## src/rtl/core/lrmf_pkg.sv

```systemverilog
`timescale 1ns / 1ps
`default_nettype none

package lrmf_pkg;

    // fixed field widths
    localparam int RATE_W       = 20;
    localparam int BUF_W        = 24;
    localparam int TALLY_W      = 20;
    localparam int US_W         = 44;
    localparam int IN_DLY_W     = 25;
    localparam int CFG_IDX_W    = 1;
    localparam int CFG_DATA_W   = 24;
    localparam int IN_TDATA_W   = 32;

    // defaults for the top level parameters
    localparam int WINDOW_DEPTH_DEF = 32;
    localparam int DELAY_WIDTH_DEF  = 24;

    // constants of the filter
    localparam int MIN_SAMPLES = 5;
    localparam logic [TALLY_W-1:0] REJECT_CAP = TALLY_W'(1000000);
    localparam logic [RATE_W-1:0]  US_PER_S   = RATE_W'(1000000);

    // register indexes
    localparam logic [CFG_IDX_W-1:0] REG_SAMPLE_RATE   = 1'b0;
    localparam logic [CFG_IDX_W-1:0] REG_BUFFER_FRAMES = 1'b1;

    typedef enum logic [2:0] {
        S_IDLE,
        S_CHECK,
        S_SCAN,
        S_TAIL,
        S_DIV_START,
        S_DIV_WAIT,
        S_OUT
    } lrmf_state_t;

    typedef enum logic [1:0] {
        SEL_MIN,
        SEL_MAX,
        SEL_MED
    } div_sel_t;

    typedef struct packed {
        logic     apply;
        logic     scan_en;
        logic     div_start;
        div_sel_t div_sel;
        logic     load_out;
    } lrmf_cmd_t;

    typedef struct packed {
        logic range_known;
        logic med_known;
        logic scan_last;
        logic div_done;
        logic out_busy;
    } lrmf_status_t;

endpackage

`default_nettype wire

```

## src/rtl/core/latency_rolling_median_filter.sv

```systemverilog
`timescale 1ns / 1ps
`default_nettype none

// Rolling median of stream delay readings.
// Input channel s_axis_*: one status poll per beat. tdata bit 0 status readable,
// bit 1 stream running, bit 2 delay reported, bits 27:3 signed delay in frames.
// Output channel m_axis_*: one result beat per poll with running flag, window
// fill, reject count, upper median, minimum and maximum in microseconds.
// Configuration: cfg_we/cfg_index/cfg_data, index 0 sample rate, 1 buffer frames;
// write only while no poll is in flight.
// Operation: a poll is taken, then the window is ranked by scanning the
// window memory, reading each held reading as a candidate and then all held
// readings against it, and each of up to three conversions runs on a shared
// restoring divider. With no readings or zero rate the scan and the
// conversions are skipped.
// One poll is worked on at a time; s_axis_tready is high only between polls.
// A finished result waits in the output register while the receiver stalls,
// and the next poll may be accepted meanwhile; its result waits for the slot.
// Reset empties the window, clears the running flag, the reject count and
// both registers, and drops any pending result.
module latency_rolling_median_filter
    import lrmf_pkg::*;
#(
    parameter int WINDOW_DEPTH = WINDOW_DEPTH_DEF,
    parameter int DELAY_WIDTH  = DELAY_WIDTH_DEF,
    parameter int CW           = $clog2(WINDOW_DEPTH + 1),
    parameter int OUT_TDATA_W  = ((4 + CW + TALLY_W + 3 * US_W) + 7) / 8 * 8
)
(
    input  wire logic                  clk,
    input  wire logic                  rst_n,
    input  wire logic                  cfg_we,
    input  wire logic [CFG_IDX_W-1:0]  cfg_index,
    input  wire logic [CFG_DATA_W-1:0] cfg_data,
    input  wire logic                  s_axis_tvalid,
    output logic                       s_axis_tready,
    // status_readable, stream_running, delay_reported, delay_frames, zero pad
    input  wire logic [IN_TDATA_W-1:0] s_axis_tdata,
    output logic                       m_axis_tvalid,
    input  wire logic                  m_axis_tready,
    // is_running, sample_count, rejected_count, median_known, median_us,
    // range_known, min_us, max_us, zero pad
    output logic [OUT_TDATA_W-1:0]     m_axis_tdata
);

    lrmf_cmd_t    cmd;
    lrmf_status_t status;

    lrmf_ctrl u_ctrl (
        .clk       (clk),
        .rst_n     (rst_n),
        .in_tvalid (s_axis_tvalid),
        .in_tready (s_axis_tready),
        .status    (status),
        .cmd       (cmd)
    );

    lrmf_datapath #(
        .WINDOW_DEPTH (WINDOW_DEPTH),
        .DELAY_WIDTH  (DELAY_WIDTH),
        .CW           (CW),
        .OUT_TDATA_W  (OUT_TDATA_W)
    ) u_datapath (
        .clk        (clk),
        .rst_n      (rst_n),
        .cfg_we     (cfg_we),
        .cfg_index  (cfg_index),
        .cfg_data   (cfg_data),
        .in_tdata   (s_axis_tdata),
        .out_tvalid (m_axis_tvalid),
        .out_tready (m_axis_tready),
        .out_tdata  (m_axis_tdata),
        .cmd        (cmd),
        .status     (status)
    );

endmodule

`default_nettype wire

```

## src/rtl/core/lrmf_ctrl.sv

```systemverilog
`timescale 1ns / 1ps
`default_nettype none

module lrmf_ctrl
    import lrmf_pkg::*;
(
    input  wire logic         clk,
    input  wire logic         rst_n,
    input  wire logic         in_tvalid,
    output logic              in_tready,
    input  wire lrmf_status_t status,
    output lrmf_cmd_t         cmd
);

    lrmf_state_t state_reg, state_next;
    div_sel_t    sel_reg, sel_next;

    // state register
    always_ff @(posedge clk or negedge rst_n)
    begin
        if (!rst_n)
        begin
            state_reg <= S_IDLE;
            sel_reg   <= SEL_MIN;
        end
        else
        begin
            state_reg <= state_next;
            sel_reg   <= sel_next;
        end
    end

    // next state and commands
    always_comb
    begin
        state_next    = state_reg;
        sel_next      = sel_reg;
        in_tready     = 1'b0;
        cmd           = '0;
        cmd.div_sel   = sel_reg;
        unique case (state_reg)
            S_IDLE:
            begin
                in_tready = 1'b1;
                if (in_tvalid)
                begin
                    cmd.apply  = 1'b1;
                    state_next = S_CHECK;
                end
            end
            S_CHECK:
            begin
                state_next = status.range_known ? S_SCAN : S_OUT;
            end
            S_SCAN:
            begin
                cmd.scan_en = 1'b1;
                if (status.scan_last)
                begin
                    state_next = S_TAIL;
                end
            end
            S_TAIL:
            begin
                sel_next   = SEL_MIN;
                state_next = S_DIV_START;
            end
            S_DIV_START:
            begin
                cmd.div_start = 1'b1;
                state_next    = S_DIV_WAIT;
            end
            S_DIV_WAIT:
            begin
                if (status.div_done)
                begin
                    unique case (sel_reg)
                        SEL_MIN:
                        begin
                            sel_next   = SEL_MAX;
                            state_next = S_DIV_START;
                        end
                        SEL_MAX:
                        begin
                            if (status.med_known)
                            begin
                                sel_next   = SEL_MED;
                                state_next = S_DIV_START;
                            end
                            else
                            begin
                                state_next = S_OUT;
                            end
                        end
                        default:
                        begin
                            state_next = S_OUT;
                        end
                    endcase
                end
            end
            S_OUT:
            begin
                if (!status.out_busy)
                begin
                    cmd.load_out = 1'b1;
                    state_next   = S_IDLE;
                end
            end
            default:
            begin
                state_next = S_IDLE;
            end
        endcase
    end

endmodule

`default_nettype wire

```

## src/rtl/core/lrmf_datapath.sv

```systemverilog
`timescale 1ns / 1ps
`default_nettype none

module lrmf_datapath
    import lrmf_pkg::*;
#(
    parameter int WINDOW_DEPTH = WINDOW_DEPTH_DEF,
    parameter int DELAY_WIDTH  = DELAY_WIDTH_DEF,
    parameter int CW           = $clog2(WINDOW_DEPTH + 1),
    parameter int OUT_TDATA_W  = ((4 + CW + TALLY_W + 3 * US_W) + 7) / 8 * 8
)
(
    input  wire logic                   clk,
    input  wire logic                   rst_n,
    input  wire logic                   cfg_we,
    input  wire logic [CFG_IDX_W-1:0]   cfg_index,
    input  wire logic [CFG_DATA_W-1:0]  cfg_data,
    input  wire logic [IN_TDATA_W-1:0]  in_tdata,
    output logic                        out_tvalid,
    input  wire logic                   out_tready,
    output logic [OUT_TDATA_W-1:0]      out_tdata,
    input  wire lrmf_cmd_t              cmd,
    output lrmf_status_t                status
);

    localparam int AW  = $clog2(WINDOW_DEPTH);
    localparam int PW  = DELAY_WIDTH + RATE_W;
    localparam int DCW = $clog2(PW + 1);

    // configuration
    logic [RATE_W-1:0] rate_reg;
    logic [BUF_W-1:0]  buf_reg;

    always_ff @(posedge clk or negedge rst_n)
    begin
        if (!rst_n)
        begin
            rate_reg <= '0;
            buf_reg  <= '0;
        end
        else if (cfg_we)
        begin
            case (cfg_index)
                REG_SAMPLE_RATE:   rate_reg <= cfg_data[RATE_W-1:0];
                REG_BUFFER_FRAMES: buf_reg  <= cfg_data[BUF_W-1:0];
                default:           ;
            endcase
        end
    end

    // input fields
    logic                       readable, running, reported;
    logic signed [IN_DLY_W-1:0] dly;
    logic [BUF_W-1:0]           limit;
    logic                       plausible;
    logic [31:0]                dly32;
    logic [DELAY_WIDTH-1:0]     dly_val;

    assign readable  = in_tdata[0];
    assign running   = in_tdata[1];
    assign reported  = in_tdata[2];
    assign dly       = in_tdata[27:3];
    assign limit     = (buf_reg != '0) ? buf_reg : BUF_W'(rate_reg);
    assign plausible = !dly[IN_DLY_W-1] && (dly[BUF_W-1:0] != '0)
                       && (dly[BUF_W-1:0] <= limit);
    assign dly32     = {8'b0, dly[BUF_W-1:0]};
    assign dly_val   = dly32[DELAY_WIDTH-1:0];

    // window state
    logic [DELAY_WIDTH-1:0] mem [WINDOW_DEPTH];
    logic [CW-1:0]          fill_reg;
    logic [AW-1:0]          oldest_reg;
    logic                   run_reg;
    logic [TALLY_W-1:0]     tally_reg;
    logic                   full;
    logic                   wr_en;
    logic [AW-1:0]          wr_addr;

    assign full    = (fill_reg == CW'(WINDOW_DEPTH));
    assign wr_en   = cmd.apply && readable && running && (rate_reg != '0)
                     && reported && plausible;
    assign wr_addr = full ? oldest_reg : fill_reg[AW-1:0];

    // poll update
    always_ff @(posedge clk or negedge rst_n)
    begin
        if (!rst_n)
        begin
            fill_reg   <= '0;
            oldest_reg <= '0;
            run_reg    <= 1'b0;
            tally_reg  <= '0;
        end
        else if (cmd.apply)
        begin
            if (!readable)
            begin
                run_reg    <= 1'b0;
                fill_reg   <= '0;
                oldest_reg <= '0;
            end
            else if (!running)
            begin
                if (run_reg)
                begin
                    fill_reg   <= '0;
                    oldest_reg <= '0;
                end
                run_reg <= 1'b0;
            end
            else
            begin
                run_reg <= 1'b1;
                if ((rate_reg != '0) && reported)
                begin
                    if (!plausible)
                    begin
                        if (tally_reg < REJECT_CAP)
                        begin
                            tally_reg <= tally_reg + 1'b1;
                        end
                    end
                    else if (full)
                    begin
                        oldest_reg <= (oldest_reg == AW'(WINDOW_DEPTH - 1)) ? '0
                                      : oldest_reg + 1'b1;
                    end
                    else
                    begin
                        fill_reg <= fill_reg + 1'b1;
                    end
                end
            end
        end
    end

    // scan issue counters: candidate read, then all entries
    logic [AW-1:0] i_reg;
    logic [CW-1:0] ph_reg;
    logic [CW-1:0] fill_m1;
    logic [AW-1:0] rd_addr;
    logic [CW-1:0] ph_m1;
    logic          ph_end;

    assign fill_m1 = fill_reg - 1'b1;
    assign ph_m1   = ph_reg - 1'b1;
    assign ph_end  = (ph_reg == fill_reg);
    assign rd_addr = (ph_reg == '0) ? i_reg : ph_m1[AW-1:0];

    always_ff @(posedge clk or negedge rst_n)
    begin
        if (!rst_n)
        begin
            i_reg  <= '0;
            ph_reg <= '0;
        end
        else if (cmd.apply)
        begin
            i_reg  <= '0;
            ph_reg <= '0;
        end
        else if (cmd.scan_en)
        begin
            if (ph_end)
            begin
                ph_reg <= '0;
                i_reg  <= i_reg + 1'b1;
            end
            else
            begin
                ph_reg <= ph_reg + 1'b1;
            end
        end
    end

    // memory ports
    logic [DELAY_WIDTH-1:0] rd_data_reg;

    always_ff @(posedge clk)
    begin
        if (wr_en)
        begin
            mem[wr_addr] <= dly_val;
        end
        rd_data_reg <= mem[rd_addr];
    end

    // read tags
    logic tag_vld_reg, tag_cand_reg, tag_first_reg, tag_last_reg;

    always_ff @(posedge clk or negedge rst_n)
    begin
        if (!rst_n)
        begin
            tag_vld_reg   <= 1'b0;
            tag_cand_reg  <= 1'b0;
            tag_first_reg <= 1'b0;
            tag_last_reg  <= 1'b0;
        end
        else
        begin
            tag_vld_reg   <= cmd.scan_en;
            tag_cand_reg  <= (ph_reg == '0);
            tag_first_reg <= (i_reg == '0);
            tag_last_reg  <= ph_end;
        end
    end

    // rank counting, min and max
    logic [DELAY_WIDTH-1:0] cand_reg, min_reg, max_reg, med_reg;
    logic [CW-1:0]          lt_reg, le_reg, lt_n, le_n, k;

    assign k    = fill_reg >> 1;
    assign lt_n = lt_reg + CW'(rd_data_reg < cand_reg);
    assign le_n = le_reg + CW'(rd_data_reg <= cand_reg);

    always_ff @(posedge clk)
    begin
        if (tag_vld_reg)
        begin
            if (tag_cand_reg)
            begin
                cand_reg <= rd_data_reg;
                lt_reg   <= '0;
                le_reg   <= '0;
                if (tag_first_reg || rd_data_reg < min_reg)
                begin
                    min_reg <= rd_data_reg;
                end
                if (tag_first_reg || rd_data_reg > max_reg)
                begin
                    max_reg <= rd_data_reg;
                end
            end
            else
            begin
                lt_reg <= lt_n;
                le_reg <= le_n;
                if (tag_last_reg && (lt_n <= k) && (k < le_n))
                begin
                    med_reg <= cand_reg;
                end
            end
        end
    end

    // restoring divider, one quotient bit per cycle
    logic [PW-1:0]          quo_reg;
    logic [RATE_W:0]        rem_reg;
    logic [DCW-1:0]         dcnt_reg;
    logic                   done_reg;
    div_sel_t               dsel_reg;
    logic [DELAY_WIDTH-1:0] frames;
    logic [RATE_W:0]        rem_sh;
    logic                   ge;
    logic [63:0]            q64;

    assign rem_sh = {rem_reg[RATE_W-1:0], quo_reg[PW-1]};
    assign ge     = (rem_sh >= {1'b0, rate_reg});
    assign q64    = 64'(quo_reg);

    always_comb
    begin
        case (cmd.div_sel)
            SEL_MIN: frames = min_reg;
            SEL_MAX: frames = max_reg;
            default: frames = med_reg;
        endcase
    end

    always_ff @(posedge clk or negedge rst_n)
    begin
        if (!rst_n)
        begin
            dcnt_reg <= '0;
            done_reg <= 1'b0;
        end
        else if (cmd.div_start)
        begin
            dcnt_reg <= DCW'(PW);
            done_reg <= 1'b0;
        end
        else
        begin
            done_reg <= (dcnt_reg == DCW'(1));
            if (dcnt_reg != '0)
            begin
                dcnt_reg <= dcnt_reg - 1'b1;
            end
        end
    end

    always_ff @(posedge clk)
    begin
        if (cmd.div_start)
        begin
            quo_reg  <= PW'(frames) * PW'(US_PER_S);
            rem_reg  <= '0;
            dsel_reg <= cmd.div_sel;
        end
        else if (dcnt_reg != '0)
        begin
            rem_reg <= ge ? rem_sh - {1'b0, rate_reg} : rem_sh;
            quo_reg <= {quo_reg[PW-2:0], ge};
        end
    end

    // converted results
    logic [US_W-1:0] min_us_reg, max_us_reg, med_us_reg;

    always_ff @(posedge clk)
    begin
        if (done_reg)
        begin
            case (dsel_reg)
                SEL_MIN: min_us_reg <= q64[US_W-1:0];
                SEL_MAX: max_us_reg <= q64[US_W-1:0];
                default: med_us_reg <= q64[US_W-1:0];
            endcase
        end
    end

    // output register
    logic                   out_valid_reg;
    logic [OUT_TDATA_W-1:0] out_data_reg;
    logic                   rng_known, med_known;

    assign rng_known = (rate_reg != '0) && (fill_reg != '0);
    assign med_known = (rate_reg != '0) && (fill_reg >= CW'(MIN_SAMPLES));

    always_ff @(posedge clk or negedge rst_n)
    begin
        if (!rst_n)
        begin
            out_valid_reg <= 1'b0;
        end
        else if (cmd.load_out)
        begin
            out_valid_reg <= 1'b1;
        end
        else if (out_tready)
        begin
            out_valid_reg <= 1'b0;
        end
    end

    always_ff @(posedge clk)
    begin
        if (cmd.load_out)
        begin
            out_data_reg <= OUT_TDATA_W'({
                rng_known ? max_us_reg : {US_W{1'b0}},
                rng_known ? min_us_reg : {US_W{1'b0}},
                rng_known,
                med_known ? med_us_reg : {US_W{1'b0}},
                med_known,
                tally_reg,
                fill_reg,
                run_reg
            });
        end
    end

    assign out_tvalid = out_valid_reg;
    assign out_tdata  = out_data_reg;

    assign status = '{
        range_known: rng_known,
        med_known:   med_known,
        scan_last:   (i_reg == fill_m1[AW-1:0]) && ph_end,
        div_done:    done_reg,
        out_busy:    out_valid_reg && !out_tready
    };

    // checks
    a_fill_bound: assert property (@(posedge clk) disable iff (!rst_n)
        fill_reg <= CW'(WINDOW_DEPTH))
        else $error("window fill above depth");

    a_oldest_full: assert property (@(posedge clk) disable iff (!rst_n)
        (oldest_reg != '0) |-> full)
        else $error("oldest slot moved before window was full");

    a_tally_cap: assert property (@(posedge clk) disable iff (!rst_n)
        tally_reg <= REJECT_CAP)
        else $error("reject count above cap");

    a_out_hold: assert property (@(posedge clk) disable iff (!rst_n)
        (out_valid_reg && !out_tready) |=> (out_valid_reg && $stable(out_data_reg)))
        else $error("pending result overwritten");

endmodule

`default_nettype wire
```

## config.mk

```make
export PLATFORM = sky130hd
export DESIGN_NAME = latency_rolling_median_filter
export DESIGN_NICKNAME = d
export VERILOG_FILES = /design/src/rtl/core/lrmf_pkg.sv /design/src/rtl/core/latency_rolling_median_filter.sv /design/src/rtl/core/lrmf_ctrl.sv /design/src/rtl/core/lrmf_datapath.sv
export SDC_FILE = /design/constraint.sdc
export NUM_CORES = 2
export LEC_CHECK = 0
export ABC_AREA = 1
export BUFFER_PORTS_ARGS = -buffer_cell sky130_fd_sc_hd__buf_4
export CORE_ASPECT_RATIO = 1.2
export CORE_MARGIN = 5
export CORE_UTILIZATION = 50
export CTS_BUF_LIST = sky130_fd_sc_hd__clkbuf_4
export CTS_CLUSTER_DIAMETER = 30
export CTS_CLUSTER_SIZE = 25
export DETAILED_ROUTE_END_ITERATION = 8
export PLACE_DENSITY = 0.69
export SLEW_MARGIN = 40
export SYNTH_ARGS = -nofsm -noshare
export SYNTH_HDL_FRONTEND = slang
export SYNTH_SLANG_ARGS = --single-unit
```

## constraint.sdc

```tcl
create_clock -name clk -period 8.4 [get_ports clk]
set_clock_uncertainty 0.15 [all_clocks]
set_input_delay 1.68 -clock clk [delete_from_list [all_inputs] [get_ports clk]]
set_output_delay 1.68 -clock clk [all_outputs]
set_load 0.01 [all_outputs]
```

==> results.toml <==
[status]
outcome = "completed"

[sta]
drv_slew = 0
finalSetupTns_ns = 0
rsz0062_at_grt = "no"
fmax_mhz = 145
fin_hold_ws_ns = 0.291
min_period_ns = 6.88
fin_crit_sh = 0.819
hold_violations = 0
worst_pin_slew_ns = 0.906
slew-limit-headroom = 0.396
setup_viol = 0

[floorplan]
core_um2 = 132000
dieArea_um2 = 140000
io_pins = 232
num_rows = 146
die_x_um = 342
floorplan.initialDensity = 0.502
die_height_um = 409

[setup_path]
critPathLaunchType = "register"
endpoint_kind = "register"
cp.required_ns = 9.19
reg2reg_to = "u_datapath.quo_reg[33]"
rr_startpoint = "u_ctrl.sel_reg[1]"
reg2reg_slack_ns = 1.52
setup.worst_path.class = "reg -> reg"
crit_arrival_ns = 7.66
reg2reg_depth = 26
critPathMaxFanout = 21

[routing]
drt_iter0_markers = 3668
vias = 45500
drt-total-wl_mm = 159
drt-vias-per-instance = 5.14
detail-route-antenna-nets = 0
wire_per_inst_um = 18.0
drcViolationCount = 0
drtPass1Iterations = 8

[global_routing]
grt_max_degree = 148
antenna_found_initial = 1
grt_overflow = 0
grtUsageTotal = 0.226
grt_pass1_vias = 45000
grt_pass1_wl_mm = 247

[run]
maxCapViolations = 0

[clock_network]
root_buffer = "clkbuf_4"
cts_hold_buf = 0
cts_resized = 0
clk_latency_ns = 1.24
htree_levels = 4
cts_setup_buffers = 0
cts_buffers = 232
clock_sinks = 1363
clkTransAtPathRegs_ns = 0.10
cts_tree = "yes"
clk_path_buf_depth = 3

[pwr]
power.density_nw_per_um2 = 179
peakVddDrop_uv = 154
leakagePower_nw = 32.9

[logic_synthesis]
ys_seq_area_frac = 0.603
synth_ff_type = "edfxtp_1"
ys_types = 54
synth_edf_count = 1209
avgSynthCellArea_um2 = 10.1
synth_area_leaders = "edfxtp_1, nand2_1, inv_1"
async_flop_share = 0.0763
synth.top_cell.area_share = 0.548
netlist.top_cell.by_area = "edfxtp_1"
syn_inst = 6566
synth.most_common_cell = "nand2_1"
synth_area_um2 = 66200
ys_warn_count = 0
ys_ff_latch = 1363
synth_commonest_cells = "nand2_1, inv_1, edfxtp_1"

[cells_and_area]
top_register = "u_datapath.mem"
drive_gt1_frac = 0.112
area_delta_synth_final_pct = 11.4
nets = 7282
largest_reg_flops = 768

[placement]
port_buffers = 220
gp_congestion = 0.862
dp_hpwl_mm = 101

[worst_hold_path]
hold_path_class = "in -> async"
-- layer usage --
metal / up-vias / part of all wire / global-route usage
li1: 22100 / - / -
met1: 21500 / 0.39 / 0.274
met2: 1584 / 0.51 / 0.399
met3: 330 / 0.069 / 0.0362
met4: 0 / 0.038 / 0.0952
met5: - / 0 / 0
-- layout by cell type, fill, tap and decap left out, types with 34 or more instances in the layout --
cell type   count
nor2_1        355
dfrtp_1       104
a21oi_1       171
edfxtp_1     1209
xor2_1         34
inv_1        1332
clkinvlp_4     34
buf_4         281
nand4_1        35
o21ai_0       134
fa_1           90
nand3_1       851
nand2_1      1380
nand3b_1       68
clkbuf_4      251
ha_1          267
dfxtp_1        50
-- cell type report --
| class | instances | area [um2] |
|---|---|---|
| clock buffers | 251 | 1880 |
| fillers | 11300 | 58100 |
| clock inverters | 192 | 2030 |
| multi-input cells | 3630 | 20400 |
| diodes | 1 | 2.50 |
| well taps | 1776 | 2220 |
| flip-flops and latches | 1363 | 39900 |
| inverters | 1344 | 5050 |
| repair buffers | 292 | 2290 |
-- how the worst max path moves through the flow --
stage	slack, ns	end	start	cells past startpoint
2_1_floorplan	1.88	u_datapath.out_tdata[0]	m_axis_tready	2
3_3_place_gp	1.52	u_datapath.quo_reg[39]	u_ctrl.sel_reg[1]	25
3_5_place_dp	1.49	u_datapath.quo_reg[39]	u_ctrl.sel_reg[1]	28
4_1_cts	1.46	u_datapath.quo_reg[39]	u_ctrl.sel_reg[1]	28
5_1_grt	1.02	u_datapath.quo_reg[39]	u_ctrl.sel_reg[1]	28
6_report	1.52	u_datapath.quo_reg[33]	u_ctrl.sel_reg[1]	26
-- logic make-up (layout without fill, tap and decap cells) --
kind of cell    Yosys count  count (layout)  share of synthesized area
simple gates           2797            2797                      0.183
compound gates          403             403                     0.0336
buf+inv                1579            2079                     0.0943
flops                  1363            1363                      0.603
xor+xnor                 66              66                    0.00873
other cells               1               8                  0.0000566
fa+ha+maj               357             357                     0.0777
-- report_power, final --
group | total, mW | internal (mW) | switching, mW | leakage [nW]
logic | 0.462 | 0.127 | 0.335 | 18.2
registers | 7.41 | 7.37 | 0.0373 | 12.6
clock network | 5.32 | 2.54 | 2.79 | 2.07
total | 13.2 | 10.0 | 3.16 | 32.9
-- critical path, stage by stage (launching register included) --
cell and delay [ns]:
dfrtp_1 0.54, inv_1 0.11, buf_4 0.26, nand2_1 0.37, o22ai_1 0.31, a21o_1 0.35, xnor2_1 0.17, ha_1 0.28
fa_1 0.51, fa_1 0.54, inv_1 0.05, fa_1 0.50, inv_1 0.04, ha_1 0.27, inv_1 0.05, fa_1 0.49
inv_1 0.04, ha_1 0.36, nand2_1 0.12, o21ai_0 0.44, a21oi_1 0.08, nand2_1 0.20, nand3_1 0.13, nand2_1 0.08
nand2_1 0.05, nand3_1 0.09, nand2_1 0.06
-- metrics by stage --
step                      instances  cell area [um2]   util  setup WS (ns)  total power [mW]
after global routing           8849            73700  0.559           1.02              13.7
after CTS                      8848            73700  0.559           1.46              13.3
after global placement         8403            69700  0.529           1.52              8.01
after floorplan                6572            66200      -           1.88              7.80
after detailed placement       8405            69800  0.529           1.49              8.02
final                          8849            73700  0.559           1.52              13.2
Note: power is estimated with default switching activity, not from simulation.
